**config.mk**
```make
export PLATFORM = sky130hd
export DESIGN_NAME = psu_op_queue
export DESIGN_NICKNAME = d
export VERILOG_FILES = /design/src/rtl/png_scanline_unfilter_unit_assert.svh /design/src/rtl/psu_op_queue.sv
export SDC_FILE = /design/constraint.sdc
export NUM_CORES = 1
export LEC_CHECK = 0
export BUFFER_PORTS_ARGS = -buffer_cell sky130_fd_sc_hd__buf_2
export CORE_UTILIZATION = 43
export CTS_CLUSTER_SIZE = 30
export DETAILED_ROUTE_END_ITERATION = 8
export PLACE_DENSITY = 0.67
export SLEW_MARGIN = 20
export SYNTH_ARGS = -nofsm -noshare
export SYNTH_HDL_FRONTEND = slang
export SYNTH_SLANG_ARGS = --single-unit
```
**constraint.sdc**
```tcl
create_clock -name clk -period 3.1 [get_ports clk]
set_input_delay 0.62 -clock clk [delete_from_list [all_inputs] [get_ports clk]]
set_output_delay 0.62 -clock clk [all_outputs]
set_load 0.01 [all_outputs]
```
**src/rtl/png_scanline_unfilter_unit_assert.svh**
```systemverilog
// Assertion macros for the PNG scanline unfilter unit.
// Included by the top level; no other dependencies.
`ifndef PNG_SCANLINE_UNFILTER_UNIT_ASSERT_SVH
`define PNG_SCANLINE_UNFILTER_UNIT_ASSERT_SVH
`ifndef SYNTHESIS
`define PSU_ASSERT_IMP(label, ck, rn, ante, cons) \
    label: assert property (@(posedge ck) disable iff (!rn) (ante) |-> (cons)) \
        else $error("png unfilter assertion failed");
`define PSU_ASSERT_NXT(label, ck, rn, ante, cons) \
    label: assert property (@(posedge ck) disable iff (!rn) (ante) |=> (cons)) \
        else $error("png unfilter assertion failed");
`else
`define PSU_ASSERT_IMP(label, ck, rn, ante, cons)
`define PSU_ASSERT_NXT(label, ck, rn, ante, cons)
`endif
`endif

```
**src/rtl/psu_op_queue.sv**
```systemverilog
// Short FIFO of classified requests between front and back of the unfilter unit.
// No dependencies.
module psu_op_queue #(
    parameter int W     = 32,
    parameter int DEPTH = 2
) (
    input  logic         clk,
    input  logic         rst_n,
    input  logic         push,
    input  logic [W-1:0] push_data,
    input  logic         pop,
    output logic [W-1:0] head_data,
    output logic         full,
    output logic         empty
);

    localparam int PW = (DEPTH > 1) ? $clog2(DEPTH) : 1;
    localparam int CW = $clog2(DEPTH + 1);

    logic [W-1:0]  entry_reg [DEPTH];
    logic [PW-1:0] wr_ptr_reg, wr_ptr_next;
    logic [PW-1:0] rd_ptr_reg, rd_ptr_next;
    logic [CW-1:0] count_reg, count_next;

    always_comb
    begin
        wr_ptr_next = wr_ptr_reg;
        rd_ptr_next = rd_ptr_reg;
        count_next  = count_reg;
        if (push)
        begin
            wr_ptr_next = (wr_ptr_reg == PW'(DEPTH - 1)) ? '0 : wr_ptr_reg + PW'(1);
        end
        if (pop)
        begin
            rd_ptr_next = (rd_ptr_reg == PW'(DEPTH - 1)) ? '0 : rd_ptr_reg + PW'(1);
        end
        if (push && !pop)
        begin
            count_next = count_reg + CW'(1);
        end
        else if (pop && !push)
        begin
            count_next = count_reg - CW'(1);
        end
    end

    always_ff @(posedge clk or negedge rst_n)
    begin
        if (!rst_n)
        begin
            wr_ptr_reg <= '0;
            rd_ptr_reg <= '0;
            count_reg  <= '0;
        end
        else
        begin
            wr_ptr_reg <= wr_ptr_next;
            rd_ptr_reg <= rd_ptr_next;
            count_reg  <= count_next;
        end
    end

    always_ff @(posedge clk)
    begin
        if (push)
        begin
            entry_reg[wr_ptr_reg] <= push_data;
        end
    end

    assign head_data = entry_reg[rd_ptr_reg];
    assign full      = (count_reg == CW'(DEPTH));
    assign empty     = (count_reg == '0);

endmodule

```
== After elaboration in Yosys (flattened, before gate mapping) ==
Memory sizes are Yosys's and may differ from the RTL's.
Cells that the tools add are included.
W data, S select, Z words.

* Logic and storage cells: 21
* Bits in writable memories: 64
* Bits in registers: 4
* Memories kept: 1
* Output and inout port bits: 34
* Input bits: 36

* Equal/unequal tests: 1
* Muxes and demuxes: 6
* Reduce and logical (&&, ||, !) cells: 6
* Add/sub/neg operators: 4

{| class="wikitable"
|+ Memory list
! name !! words !! width !! read ports !! clocked after Yosys merged registers in !! write ports !! RTL line !! RTL
|-
| entry_reg || 2 || 32 || 1 || 0 || 1 || psu_op_queue.sv:20 || <nowiki>logic [W-1:0] entry_reg [DEPTH];</nowiki>
|}

{| class="wikitable"
|+ Operator list
! cell !! count
|-
| $mux W1 || 4
|-
| $mux W2 || 2
|-
| $add A1 B1 Y1 const B || 2
|-
| $add A2 B1 Y2 const B || 1
|-
| $eq A2 B2 Y1 const B || 1
|-
| $logic_and A1 B1 Y1 || 2
|-
| $logic_not A1 Y1 || 2
|-
| $logic_not A2 Y1 || 1
|-
| $reduce_bool A2 Y1 || 1
|-
| $sub A2 B1 Y2 const B || 1
|}

== Longest topological paths before layout ==
* Word-level depth: 4
* Gate-level depth with buffers: 5
* Mapped depth without buffers: 5

== Least setup slack after synthesis ==
Ideal clock, no wire load.

* Path kind: input -> register
* Start: input push
* End: memory entry_reg[0][0], enable pin
* Data arrival time: 2,068 ps
* Setup slack: 608 ps
* Stages on the path: 1
* Buffers on the path: 0
* Required time: 2,675 ps
* Setup time: 425 ps
* Cell sequence: nor2b_1

* Longest elaborated chain between the ends: 2

{| class="wikitable"
|+ RTL lines
! item !! RTL line !! RTL
|-
| start, declared || psu_op_queue.sv:9 || <nowiki>input logic push,</nowiki>
|-
| $mux W1 || psu_op_queue.sv:66 || <nowiki>if (push)</nowiki>
|-
| $mux W1 (not written as such) || psu_op_queue.sv:68 || <nowiki>entry_reg[wr_ptr_reg] <= push_data;</nowiki>
|-
| end, declared || psu_op_queue.sv:20 ||
|}

Every way passes these cells.

== Worst setup path in the final report ==
* Start: register rd_ptr_reg
* End: output head_data[14]

* Longest elaborated chain between the ends: 1

{| class="wikitable"
|+ RTL lines
! item !! RTL line !! RTL
|-
| start, declared || psu_op_queue.sv:22 || <nowiki>logic [PW-1:0] rd_ptr_reg, rd_ptr_next;</nowiki>
|-
| start signal, assigned || psu_op_queue.sv:59 || <nowiki>rd_ptr_reg <= rd_ptr_next;</nowiki>
|-
| $mem_v2 Z2 W32 || n/a ||
|-
| end, declared || psu_op_queue.sv:12 || <nowiki>output logic [W-1:0] head_data,</nowiki>
|}

Every way passes these cells.

==> run_results.csv <==
group,metric,value,unit
placed_design,gp_congestion,0.721,
clock_network,cts_root_buf,"clkbuf_8",
drt,drt-total-wl,4.12,mm
cells_and_area,ff_latch_area,0.00202,mm²
synth,synth-seq-cells,68,
pwr,peakVddDrop,0.470,mV
critical_path,crit_family,"flip-flops",
run_status,status,"completed",
synth,yosysTopAreaCellShare,0.726,
clock_network,numCtsBuffers,9,
critical_path,path_class,"flop to primary output",
sta,final-max-slew-violation-count,0,
critical_path,crit_path_start_kind,"flop",
cells_and_area,n_antenna_cell,0,
synth,netlist-cell-type-count,13,
clock_network,post_cts_buffers,0,
floorplan,initial_core_util,0.447,
cells_and_area,area_delta_synth_final,21.3,%
floorplan,die_w,80.5,µm
cells_and_area,layout_common_cells,"buf_2, edfxtp_1, mux2_4, clkbuf_8",
clock_network,cts_buffer_depth,2,
critical_path,r2r_cells,1,
synth,synth_area_leaders,"edfxtp_1, mux2_4, dfrtp_1, buf_12, xor2_1",
drt,wl_met3,277,µm
grt,antenna_found_initial,0,
critical_path,path_buf_inv,2,
critical_path,r2r-start,"wr_ptr_reg",
drt,wl_met2,2.06,mm
drt,vias,1272,
clock_network,path_clk_slew,0.07,ns
grt,grt-ovfl-total,0,
critical_path,r2r_slack,1.52,ns
critical_path,reg2reg_to,"entry_reg[0][2]",
cells_and_area,drive_above_1_share,0.597,
placed_design,port_buffers,69,
placed_design,placedCellCount,260,
sta,finalSetupTns,0,ns
critical_path,critical_path.max_stage_delay,0.58,ns
sta,hold_viol,0,
synth,ys_seq_area_frac,0.763,
grt,grt_pass1_vias,1337,
drt,dr.first_iter.drc_count,53,
synth,yosys.area.top_type,"edfxtp_1",
sta,rsz0062_at_grt,"no",
synth,synth_area,0.00265,mm²
clock_network,tritoncts,"yes",
synth,ys_warn_count,0,
cells_and_area,fillers,486,
critical_path,end_kind,"primary output",
cells_and_area,layout.cells.non_filler,276,
sta,finalCriticalPeriod,2.34,ns
sta,tightest_slew,0.943,ns
clock_network,htree_levels,3,
critical_path,critPathMaxFanout,13,
sta,setup_viol,0,
critical_path,setup.worst_path.end,"head_data[14]",
floorplan,core,0.00592,mm²
run,drv_cap,0,
sta,finalCritPeriodShare,0.753,
floorplan,rows,28,
floorplan,dieArea,0.00648,mm²
critical_path,arrival,1.72,ns
drt,drtPass1Iterations,4,
clock_network,cts.repair.resized,0,
clock_network,worstSkewPairLatency,0.32,ns
synth,syn_inst,116,
pwr,p_per_area,867,mW/mm²
sta,relSlewSlack,0.370,
critical_path,crit_required,2.48,ns
drt,routed_via_density,4.61,
synth,synthesis.nets,153,
cells_and_area,largest_reg_flops,64,
cells_and_area,layout_commonest_cell,"buf_2",
clock_network,numClockSinks,68,
pwr,p_leak,1.32,nW
floorplan,die_y,80.5,µm
cells_and_area,multi_input_area,559,µm²
sta,fin_skew,0.00754,ns
drt,ant_nets,0,
worst_hold_path,hold_class,"primary input to async pin",
drt,drc_errors,0,
grt,grt_max_degree,33,
critical_path,cp-startpoint,"rd_ptr_reg",
drt,wl_met1,1.76,mm
synth,avgSynthCellArea,22.8,µm²
floorplan,num_io_pins,70,
drt,wl_per_cell,14.9,µm
cells_and_area,final_nets,233,
critical_path,crit_chain,"buf_4 > mux2_4 > buf_2",
grt,grt_pass1_wl,6.32,mm
clock_network,cts_hold_buf,0,
sta,fmax,0.428,GHz
placed_design,hpwlAfterDp,2.84,mm
critical_path,crit_cells,3,
critical_path,crit_slowest_cell,"dfrtp_2",
grt,grt_usage,0.138,
drt,dr.max_layer_used,"met4",
==> cell families after synthesis <==
family                     Yosys count  synth area share
DFF                                 68             0.763
adders and majority gates            1           0.00472
buffers and inverters                5            0.0283
muxes                               32             0.177
and+or+nand+nor                      5           0.00992
xor gates and xnor gates             5            0.0165
==> worst min path at each step <==
stage	to	slack, ns	cells after the start
after floorplan	count_reg[0]	0.32	0
after global placement	count_reg[1]	0.43	1
after detailed placement	count_reg[1]	0.44	1
after CTS	count_reg[0]	0.08	1
after global routing	count_reg[0]	0.07	1
final	count_reg[0]	0.09	1
==> final cells by class <==
class | count | share of cell area
multi-input combinational | 43 | 0.174
timing repair buffer | 73 | 0.117
clock buffer | 9 | 0.0386
inverter | 1 | 0.00117
clock inverter | 7 | 0.0105
sequential | 68 | 0.630
tap | 75 | 0.0292
==> where the power goes <==
part | internal [W] | switching (W) | leakage, nW | total [W]
Clock | 0.000277 | 0.000301 | 0.0813 | 0.000578
Combinational | 0.000477 | 0.000405 | 0.593 | 0.000882
Sequential | 0.00123 | 0.0000993 | 0.646 | 0.00133
Total | 0.00198 | 0.000806 | 1.32 | 0.00279
==> metrics by stage <==
stage	hold WS [ns]	area, µm²	util	power [W]	worst slack, ns
finish	0.0895	3210	0.543	0.00279	0.764
global route	0.0717	3210	0.543	0.00293	0.670
floorplan	0.324	2650	-	0.00202	0.608
detailed placement	0.439	3060	0.516	0.00225	1.10
CTS	0.0768	3210	0.543	0.00283	0.717
global placement	0.430	3060	0.516	0.00222	1.13
==> metal layers <==
metal | up-vias | track usage
li1 | 606 | -
met1 | 617 | 0.162
met2 | 45 | 0.229
met3 | 4 | 0.0545
met4 | 0 | 0.0482
met5 | - | 0
==> synth_stat cells <==
cell type	number
edfxtp_1	64
mux2_4	29
dfrtp_1	4
xor2_1	4
buf_12	3
mux2_2	3
nor2_1	2
nor2b_1	2
and2_1	1
buf_6	1
ha_1	1
inv_1	1
xnor2_1	1
Note: power is estimated with default switching activity, not from simulation.
