**src/rtl/png_scanline_unfilter_unit_assert.svh**
```systemverilog
// Assertion macros for the PNG scanline unfilter unit.
// Included by the top level; no other dependencies.
`ifndef PNG_SCANLINE_UNFILTER_UNIT_ASSERT_SVH
`define PNG_SCANLINE_UNFILTER_UNIT_ASSERT_SVH
`ifndef SYNTHESIS
`define PSU_ASSERT_IMP(label, ck, rn, ante, cons) \
    label: assert property (@(posedge ck) disable iff (!rn) (ante) |-> (cons)) \
        else $error("png unfilter assertion failed");
`define PSU_ASSERT_NXT(label, ck, rn, ante, cons) \
    label: assert property (@(posedge ck) disable iff (!rn) (ante) |=> (cons)) \
        else $error("png unfilter assertion failed");
`else
`define PSU_ASSERT_IMP(label, ck, rn, ante, cons)
`define PSU_ASSERT_NXT(label, ck, rn, ante, cons)
`endif
`endif

```
**src/rtl/psu_pkg.sv**
```systemverilog
// Shared types and constants of the PNG scanline unfilter unit.
// No dependencies.
package psu_pkg;

    localparam int CFG_W     = 17;
    localparam int ROW_LIMIT = 16384;

    typedef enum logic [1:0] {
        CFG_ROW_BYTES       = 2'd0,
        CFG_BYTES_PER_PIXEL = 2'd1,
        CFG_ROW_COUNT       = 2'd2
    } cfg_index_t;

    typedef enum logic [2:0] {
        FLT_NONE  = 3'd0,
        FLT_SUB   = 3'd1,
        FLT_UP    = 3'd2,
        FLT_AVG   = 3'd3,
        FLT_PAETH = 3'd4
    } filter_t;

    typedef enum logic [1:0] {
        FS_FILTER,
        FS_DATA,
        FS_HALT
    } front_state_t;

    typedef struct packed {
        logic [16:0] row_bytes;
        logic [3:0]  bytes_per_pixel;
        logic [14:0] row_count;
    } cfg_t;

    typedef struct packed {
        logic [7:0] raw_byte;
        filter_t    filter;
        logic       first_row;
        logic       row_start;
        logic       left_ok;
        logic       row_end;
        logic       image_end;
        logic       bad_filter;
    } op_ctrl_t;

endpackage

```
**src/rtl/psu_in_if.sv**
```systemverilog
// Input request channel of the PNG scanline unfilter unit.
// No dependencies.
interface psu_in_if;
    logic       valid;
    logic       ready;
    logic [7:0] raw_byte;
    logic       start_of_image;

    modport source (output valid, output raw_byte, output start_of_image, input ready);
    modport sink (input valid, input raw_byte, input start_of_image, output ready);
endinterface

```
**src/rtl/psu_front.sv**
```systemverilog
// Front end of the unfilter unit: accepts stream bytes, tracks row and image position.
// Depends on psu_pkg and psu_in_if.
module psu_front #(
    parameter int AW = 16
) (
    input  logic                clk,
    input  logic                rst_n,
    input  psu_pkg::cfg_t       cfg,
    psu_in_if.sink              in_ch,
    input  logic                q_full,
    output logic                push,
    output psu_pkg::op_ctrl_t   push_ctrl,
    output logic [AW-1:0]       push_pos
);

    psu_pkg::front_state_t state_reg, state_next, eff_state;
    psu_pkg::filter_t      filter_reg, filter_next, eff_filter;
    logic [AW-1:0]         pos_reg, pos_next, eff_pos;
    logic [13:0]           row_reg, row_next, eff_row;
    logic                  first_reg, first_next, eff_first;
    logic                  accept;
    logic                  row_done;
    logic                  image_done;

    assign in_ch.ready = !q_full;
    assign accept      = in_ch.valid && in_ch.ready;

    always_comb
    begin
        eff_state  = in_ch.start_of_image ? psu_pkg::FS_FILTER : state_reg;
        eff_filter = in_ch.start_of_image ? psu_pkg::FLT_NONE : filter_reg;
        eff_pos    = in_ch.start_of_image ? '0 : pos_reg;
        eff_row    = in_ch.start_of_image ? '0 : row_reg;
        eff_first  = in_ch.start_of_image || first_reg;

        row_done   = (17'(eff_pos) + 17'd1) >= cfg.row_bytes;
        image_done = row_done && ((15'(eff_row) + 15'd1) >= cfg.row_count);

        state_next  = state_reg;
        filter_next = filter_reg;
        pos_next    = pos_reg;
        row_next    = row_reg;
        first_next  = first_reg;
        push        = 1'b0;

        push_pos             = eff_pos;
        push_ctrl.raw_byte   = in_ch.raw_byte;
        push_ctrl.filter     = eff_filter;
        push_ctrl.first_row  = eff_first;
        push_ctrl.row_start  = (eff_pos == '0);
        push_ctrl.left_ok    = 17'(eff_pos) >= 17'(cfg.bytes_per_pixel);
        push_ctrl.row_end    = row_done;
        push_ctrl.image_end  = image_done;
        push_ctrl.bad_filter = 1'b0;

        if (accept)
        begin
            state_next  = eff_state;
            filter_next = eff_filter;
            pos_next    = eff_pos;
            row_next    = eff_row;
            first_next  = eff_first;
            case (eff_state)
                psu_pkg::FS_FILTER:
                begin
                    if (in_ch.raw_byte > 8'(psu_pkg::FLT_PAETH))
                    begin
                        state_next           = psu_pkg::FS_HALT;
                        push                 = 1'b1;
                        push_ctrl.raw_byte   = '0;
                        push_ctrl.row_end    = 1'b0;
                        push_ctrl.image_end  = 1'b0;
                        push_ctrl.bad_filter = 1'b1;
                    end
                    else
                    begin
                        state_next  = psu_pkg::FS_DATA;
                        filter_next = psu_pkg::filter_t'(in_ch.raw_byte[2:0]);
                        pos_next    = '0;
                    end
                end
                psu_pkg::FS_DATA:
                begin
                    push = 1'b1;
                    if (image_done)
                    begin
                        state_next  = psu_pkg::FS_FILTER;
                        filter_next = psu_pkg::FLT_NONE;
                        pos_next    = '0;
                        row_next    = '0;
                        first_next  = 1'b1;
                    end
                    else if (row_done)
                    begin
                        state_next = psu_pkg::FS_FILTER;
                        pos_next   = '0;
                        row_next   = eff_row + 14'd1;
                        first_next = 1'b0;
                    end
                    else
                    begin
                        pos_next = eff_pos + AW'(1);
                    end
                end
                default:
                begin
                    state_next = psu_pkg::FS_HALT;
                end
            endcase
        end
    end

    always_ff @(posedge clk or negedge rst_n)
    begin
        if (!rst_n)
        begin
            state_reg  <= psu_pkg::FS_FILTER;
            filter_reg <= psu_pkg::FLT_NONE;
            pos_reg    <= '0;
            row_reg    <= '0;
            first_reg  <= 1'b1;
        end
        else
        begin
            state_reg  <= state_next;
            filter_reg <= filter_next;
            pos_reg    <= pos_next;
            row_reg    <= row_next;
            first_reg  <= first_next;
        end
    end

endmodule

```
**src/flat_wrapper.sv**
```systemverilog
// flat-port wrapper written by rule: the top's interface ports become plain ports
module psu_front_flat 
#(
    parameter int AW = 16
)
  (clk, rst_n, cfg, q_full, push, push_ctrl, push_pos, in_ch_valid, in_ch_raw_byte, in_ch_start_of_image, in_ch_ready);
  psu_in_if in_ch_i ();
  input  logic clk;
  input  logic rst_n;
  input  psu_pkg::cfg_t cfg;
  input  logic q_full;
  output logic push;
  output psu_pkg::op_ctrl_t push_ctrl;
  output logic [AW-1:0] push_pos;
  input wire logic [$bits(in_ch_i.valid)-1:0] in_ch_valid;
  input wire logic [$bits(in_ch_i.raw_byte)-1:0] in_ch_raw_byte;
  input wire logic [$bits(in_ch_i.start_of_image)-1:0] in_ch_start_of_image;
  output wire logic [$bits(in_ch_i.ready)-1:0] in_ch_ready;
  assign in_ch_i.valid = in_ch_valid;
  assign in_ch_i.raw_byte = in_ch_raw_byte;
  assign in_ch_i.start_of_image = in_ch_start_of_image;
  assign in_ch_ready = in_ch_i.ready;
  psu_front #(.AW(AW)) u_core (.clk(clk), .rst_n(rst_n), .cfg(cfg), .in_ch(in_ch_i), .q_full(q_full), .push(push), .push_ctrl(push_ctrl), .push_pos(push_pos));
endmodule
```
**config.mk**
```make
export PLATFORM = sky130hd
export DESIGN_NAME = psu_front_flat
export DESIGN_NICKNAME = d
export VERILOG_FILES = /design/src/rtl/png_scanline_unfilter_unit_assert.svh /design/src/rtl/psu_pkg.sv /design/src/rtl/psu_in_if.sv /design/src/rtl/psu_front.sv /design/src/flat_wrapper.sv
export SDC_FILE = /design/constraint.sdc
export NUM_CORES = 1
export LEC_CHECK = 0
export BUFFER_PORTS_ARGS = -buffer_cell sky130_fd_sc_hd__buf_2
export CELL_PAD_IN_SITES_DETAIL_PLACEMENT = 1
export CELL_PAD_IN_SITES_GLOBAL_PLACEMENT = 2
export CORE_AREA = 3 3 77 151
export DETAILED_ROUTE_END_ITERATION = 10
export DIE_AREA = 0 0 80 154
export PLACE_DENSITY_LB_ADDON = 0.1
export SYNTH_ARGS = -nofsm -noshare
export SYNTH_HDL_FRONTEND = slang
export SYNTH_SLANG_ARGS = --single-unit
export TNS_END_PERCENT = 100
```
**constraint.sdc**
```tcl
create_clock -name clk -period 15.1 [get_ports clk]
set_clock_uncertainty 0.15 [all_clocks]
set_input_delay 3.02 -clock clk [delete_from_list [all_inputs] [get_ports clk]]
set_output_delay 3.02 -clock clk [all_outputs]
set_load 0.03 [all_outputs]
```
=== Word level (Yosys, flattened, before mapping) ===
Cells that the tools add are included.

* Register bits after elaboration: 36
* Input bits: 49
* Output and inout bits: 35

* Add/subtract/negate cells: 4
* Muxes and demuxes: 30
* Equality and inequality tests: 1
* $lt $le $gt $ge: 4
* Reduce and logical (&&, ||, !) cells: 6

{| class="wikitable"
|+ Operators by type and width
! kind !! count
|-
| $mux 16 || 4
|-
| $mux 14 || 4
|-
| $pmux 16 s2 || 1
|-
| $mux 8 || 3
|-
| $mux 3 || 6
|-
| $add 16x1->17 const B || 1
|-
| $ge 17x17->1 || 1
|-
| $add 16x1->16 const B || 1
|-
| $ge 16x4->1 || 1
|-
| $logic_not 16->1 || 1
|-
| $add 14x1->15 const B || 1
|-
| $ge 15x15->1 || 1
|-
| $add 14x1->14 const B || 1
|-
| $gt 8x3->1 const B || 1
|-
| $mux 2 || 4
|-
| $pmux 3 s2 || 1
|-
| $mux 1 || 5
|-
| $pmux 2 s2 || 1
|-
| $eq 2x1->1 const B || 1
|-
| $logic_and 1x1->1 || 2
|-
| $logic_not 2->1 || 1
|-
| $pmux 1 s2 || 1
|-
| $logic_not 1->1 || 1
|-
| $logic_or 1x1->1 || 1
|}

=== Logic depth before layout (Yosys ltp) ===
* Depth after elaboration: 7
* Gate-level depth with buffers: 20

=== Worst setup path after synthesis ===
OpenSTA, ideal clock, no wires.

* Path type: input port to output port
* Start point: in in_ch_start_of_image
* End point: out push_ctrl[1] (netlist name)
* Slack: 4.049 ns
* Data arrival time: 7.881 ns
* Stages: 18
* Path through: buf_6 > clkbuf_1 > clkbuf_1 > clkbuf_1 > nor2b_1 > ha_1 > nand4_1 > nor4_1 > nand3_1 > nor2_1 > xor2_1 > ha_1 > nand4_1 > nor3_1 > o311ai_1 > and3_1 > buf_1 > nor3_1

{| class="wikitable"
|+ RTL lines
! what !! line !! source
|-
| start: declaration || flat_wrapper.sv:17 || <nowiki>input wire logic [$bits(in_ch_i.start_of_image)-1:0] in_ch_start_of_image;</nowiki>
|-
| end: declaration || flat_wrapper.sv:13 || <nowiki>output psu_pkg::op_ctrl_t push_ctrl;</nowiki>
|}

==> flow_results.org <==
** Outcome
- Status :: finished clean

** Timing
- The count of pins over their slew limit was 0.
- For the final routed database, the setup TNS stands at 0 ps.
- Slew at the pin with the worst max-slew slack :: 881.8 ps
- Post-route worst setup slack :: 4090 ps
- Fin. Hold Viols :: 0
- Of the available clock period, the critical path in the final layout requires 72.91%.
- The routed design could run at a clock period as short as 11010 ps.
- Setup violations remaining at the end of the flow were counted as 0.
- Fmax :: 90.83 MHz
- Setup repair after global routing missed its margin :: no
- Relative slew margins :: 41.21%

** Floorplanning
- Core Footprint :: 10610 sq um
- The floorplan has 53 rows.
- During I/O placement, the number of pins put on the boundary was 84.
- Vert. Die Dim :: 154 microns
- Die area :: 12320 sq um
- Die outline width :: 80 microns
- Once the floorplan was initialized, standard cells occupied 32.30% of the core.

** Layout
- In the final layout, the multi-input gates occupy 2260 sq um.
- The filler cells instantiated in the layout total 1357.
- After the last flow step, the layout net total stands at 605.
- Number of diodes :: 0
- In the layout the commonest cells are 83 x buf_2, 53 x inv_1, 39 x ha_1.
- Proportion of layout cells with a drive suffix above 1 :: 19.88%
- The library cell used most frequently in the layout, excluding fill and tap cells, is buf_2.
- Summing all flip-flop and latch instances after layout gives 902.1 sq um.
- The register with the most flip-flops in the layout has 16 of them.
- Relative to the synthesized area, the layout overhead comes to 20.66%.
- Final core utilization :: 38.97%

** Global routing
- Entering global routing, the biggest net connects 46 pins.
- Antenna violations before repair :: 0
- Number of global-route vias before repair :: 3774
- Overall routing resource usage :: 20.04%
- For this run the aggregate overflow at the end of global routing stands at 0.
- Wire length of the first global-routing pass :: 19230 microns

** Clock network
- Once the clock tree was built, the setup fixing pass inserted 0 buffers.
- After clock tree synthesis, the flow added hold-fix buffers numbering 0.
- Counting along the longest clock path gives a buffer depth of 2.
- The tree is rooted in a clkbuf_16.
- The H-tree was split into 2 levels.
- After clock tree synthesis, the repair step resized 0 gates.
- Number of buffers created by CTS :: 5
- The later pin in the worst-skew pair is clocked with a latency of 290 ps.
- CTS saw 36 sinks.
- Clock-pin slew was measured on the worst setup and hold paths at 60 ps.
- TritonCTS built the clock tree.

** Setup path
- FF-to-FF End :: u_core.row_reg[6]$_DFFE_PN0P_
- Counting cells, the worst reg-to-reg path comes to 15.
- Arrival time of the worst setup path :: 7840 ps
- Critical Path Sink Type :: primary output
- The critical path is of the in2out type.
- Biggest cell delay along the critical path :: 730 ps
- Buffering stage count on the worst path with inverters included :: 6
- Register-to-Register Setup Slack :: 10060 ps
- The worst setup path is launched from an input port.
- R2r startpoint :: u_core.pos_reg[1]$_DFFE_PN0P_
- For the worst setup path, the data required time is 11930 ps.
- Kind of cell adding the most delay to the critical path :: simple AND/OR/NAND/NOR gates
- Highest net fanout along the worst path :: 45
- List of cells traversed by the critical path :: buf_2 > buf_4 > inv_1 > nand2_1 > inv_1 > ha_1 > nand4_1 > nor4_1 > nand3_1 > nor2_1 > xor2_1 > ha_1 > nand4_1 > nor3_1 > o311ai_1 > and3_1 > buf_4 > nor3_1 > buf_2
- Slowest cell on the critical path :: nor4_1

** Pwr
- VDD sags by at most 0.00004572 V.
- Ratio of total power to cell area :: 59.49 nW/um^2
- Leak :: 2.179 nW
- Overall power consumption after layout is estimated at 246.0 uW.

** Synthesis
- In this run the cell area of the synthesized design comes to 3427 sq um.
- Total of flip-flops plus latches after synthesis :: 36
- For this run, the register share of the synthesized area comes to 26.32%.
- Number of enable flip-flop cells after synthesis :: 0
- Summed over its instances, the top area cell type makes up 25.56% of the synthesized netlist area.
- Counting distinct cell types in the post-synthesis netlist gives 60.
- Synth area leader :: dfrtp_1
- Yosys warning count :: 0
- Total nets after synthesis :: 524
- Each instance of the synthesized netlist takes up on average 7.860 sq um.
- For this run, asynchronously set or reset flops after synthesis account for 100.0%.
- Gate count of the mapped netlist :: 436
- Main synth FF type :: dfrtp_1
- Largest cells by area after synthesis :: dfrtp_1 26%, ha_1 14%, inv_1 5.8%, a21oi_1 4.4%, nand2_1 3.9%

** Placed design
- Worst slack at placement :: 4045 ps
- During placement, the flow inserted port buffers numbering 83.
- Hpwl dp :: 9474 microns
- At the end of routability-driven placement, the weighted congestion stood at 0.7963.

** Min path
- The tightest min-delay check is of the reg2reg type.
- The worst hold path passes through 2 cells.
- In this run the most critical hold path is launched from u_core.first_reg$_DFFE_PN1P_.
- The worst hold path terminates at u_core.first_reg$_DFFE_PN1P_.

** Detailed routing
- Post-route DRC :: 0
- Total number of vias :: 3455
- Routed len/inst :: 17.93 microns
- For this run, the detailed router's first-pass iteration total came to 4.
- ANT nets after route :: 0
- Final wirelength :: 11750 microns
- Using the TritonRoute via totals, the vias-per-cell ratio works out to 5.275.
- Initial detailed-routing violation count :: 97

** Job
- The tool flagged a number of max-cap violations equal to 0.
synthesized netlist by cell type, drive strengths merged (4+ instances only):
| cell type | instances |
|---|---|
| a21o | 6 |
| a21oi | 31 |
| a22o | 9 |
| a31oi | 10 |
| and2 | 8 |
| and3 | 6 |
| buf | 6 |
| clkbuf | 8 |
| dfrtp | 35 |
| ha | 39 |
| inv | 53 |
| nand2 | 36 |
| nand2b | 4 |
| nand3 | 21 |
| nand4 | 9 |
| nor2 | 33 |
| nor2b | 20 |
| nor3 | 6 |
| nor4 | 5 |
| o21ai | 20 |
| or4 | 4 |
| xnor2 | 13 |
| xor2 | 9 |
report_power, final:
| group | internal, mW | leakage, nW | switching, mW |
|---|---|---|---|
| Combinational | 0.0130 | 1.61 | 0.0242 |
| Sequential | 0.0974 | 0.497 | 0.00160 |
| Clock | 0.0659 | 0.0701 | 0.0440 |
| Total | 0.176 | 2.18 | 0.0697 |
cells by family after synthesis:
family | count (synthesis) | synth area share [%]
buf+inv | 67 | 7.740
simple gates | 168 | 26.10
compound gates | 102 | 19.35
xor+xnor | 22 | 5.623
flops | 36 | 26.32
fa+ha+maj | 39 | 14.24
mux | 2 | 0.6207
stage by stage:
stage | cell area, sq um | cells | hold WS, ps
2_1_floorplan | 3427 | 436 | 302.9
3_3_place_gp | 3985 | 647 | 312.6
3_5_place_dp | 3985 | 647 | 325.8
4_1_cts | 4135 | 655 | 335.0
5_1_grt | 4135 | 655 | 358.4
6_report | 4135 | 655 | 333.5
layout make-up:
cell class | instances | share of cell area, %
Inverter | 53 | 4.811
Tap cell | 137 | 4.145
Multi-Input combinational cell | 333 | 54.64
Clock buffer | 7 | 3.449
Sequential cell | 36 | 21.82
Clock inverter | 1 | 0.1815
Timing Repair Buffer | 88 | 10.95
worst max path at each step:
stage                    startpoint      endpoint  slack (ps)  cells after the start
3_3_place_gp   in_ch_start_of_image  push_ctrl[1]        4220                     19
2_1_floorplan  in_ch_start_of_image  push_ctrl[1]        4050                     18
5_1_grt        in_ch_start_of_image  push_ctrl[1]        3480                     19
4_1_cts        in_ch_start_of_image  push_ctrl[1]        4040                     19
3_5_place_dp   in_ch_start_of_image  push_ctrl[1]        4040                     19
6_report       in_ch_start_of_image  push_ctrl[1]        4090                     19
worst reg2reg max path, delay by kind of cell (launching register included):
kind / cells / cell delay (ps)
AND/OR/NAND/NOR: 8 / 2570
AO/OA/AOI/OAI: 3 / 930
adder cells (fa/ha/maj): 2 / 620
flip-flops: 1 / 360
buffers and inverters: 1 / 200
XOR/XNOR: 1 / 110
layer usage:
layer	vias to the layer above	wire length (microns)	GRT usage (%)
li1	1692	-	-
met1	1692	4235	20.46
met2	57	7066	40.47
met3	14	243	1.934
met4	0	201	6.124
met5	-	0	0
Note: power is estimated with default switching activity, not from simulation.
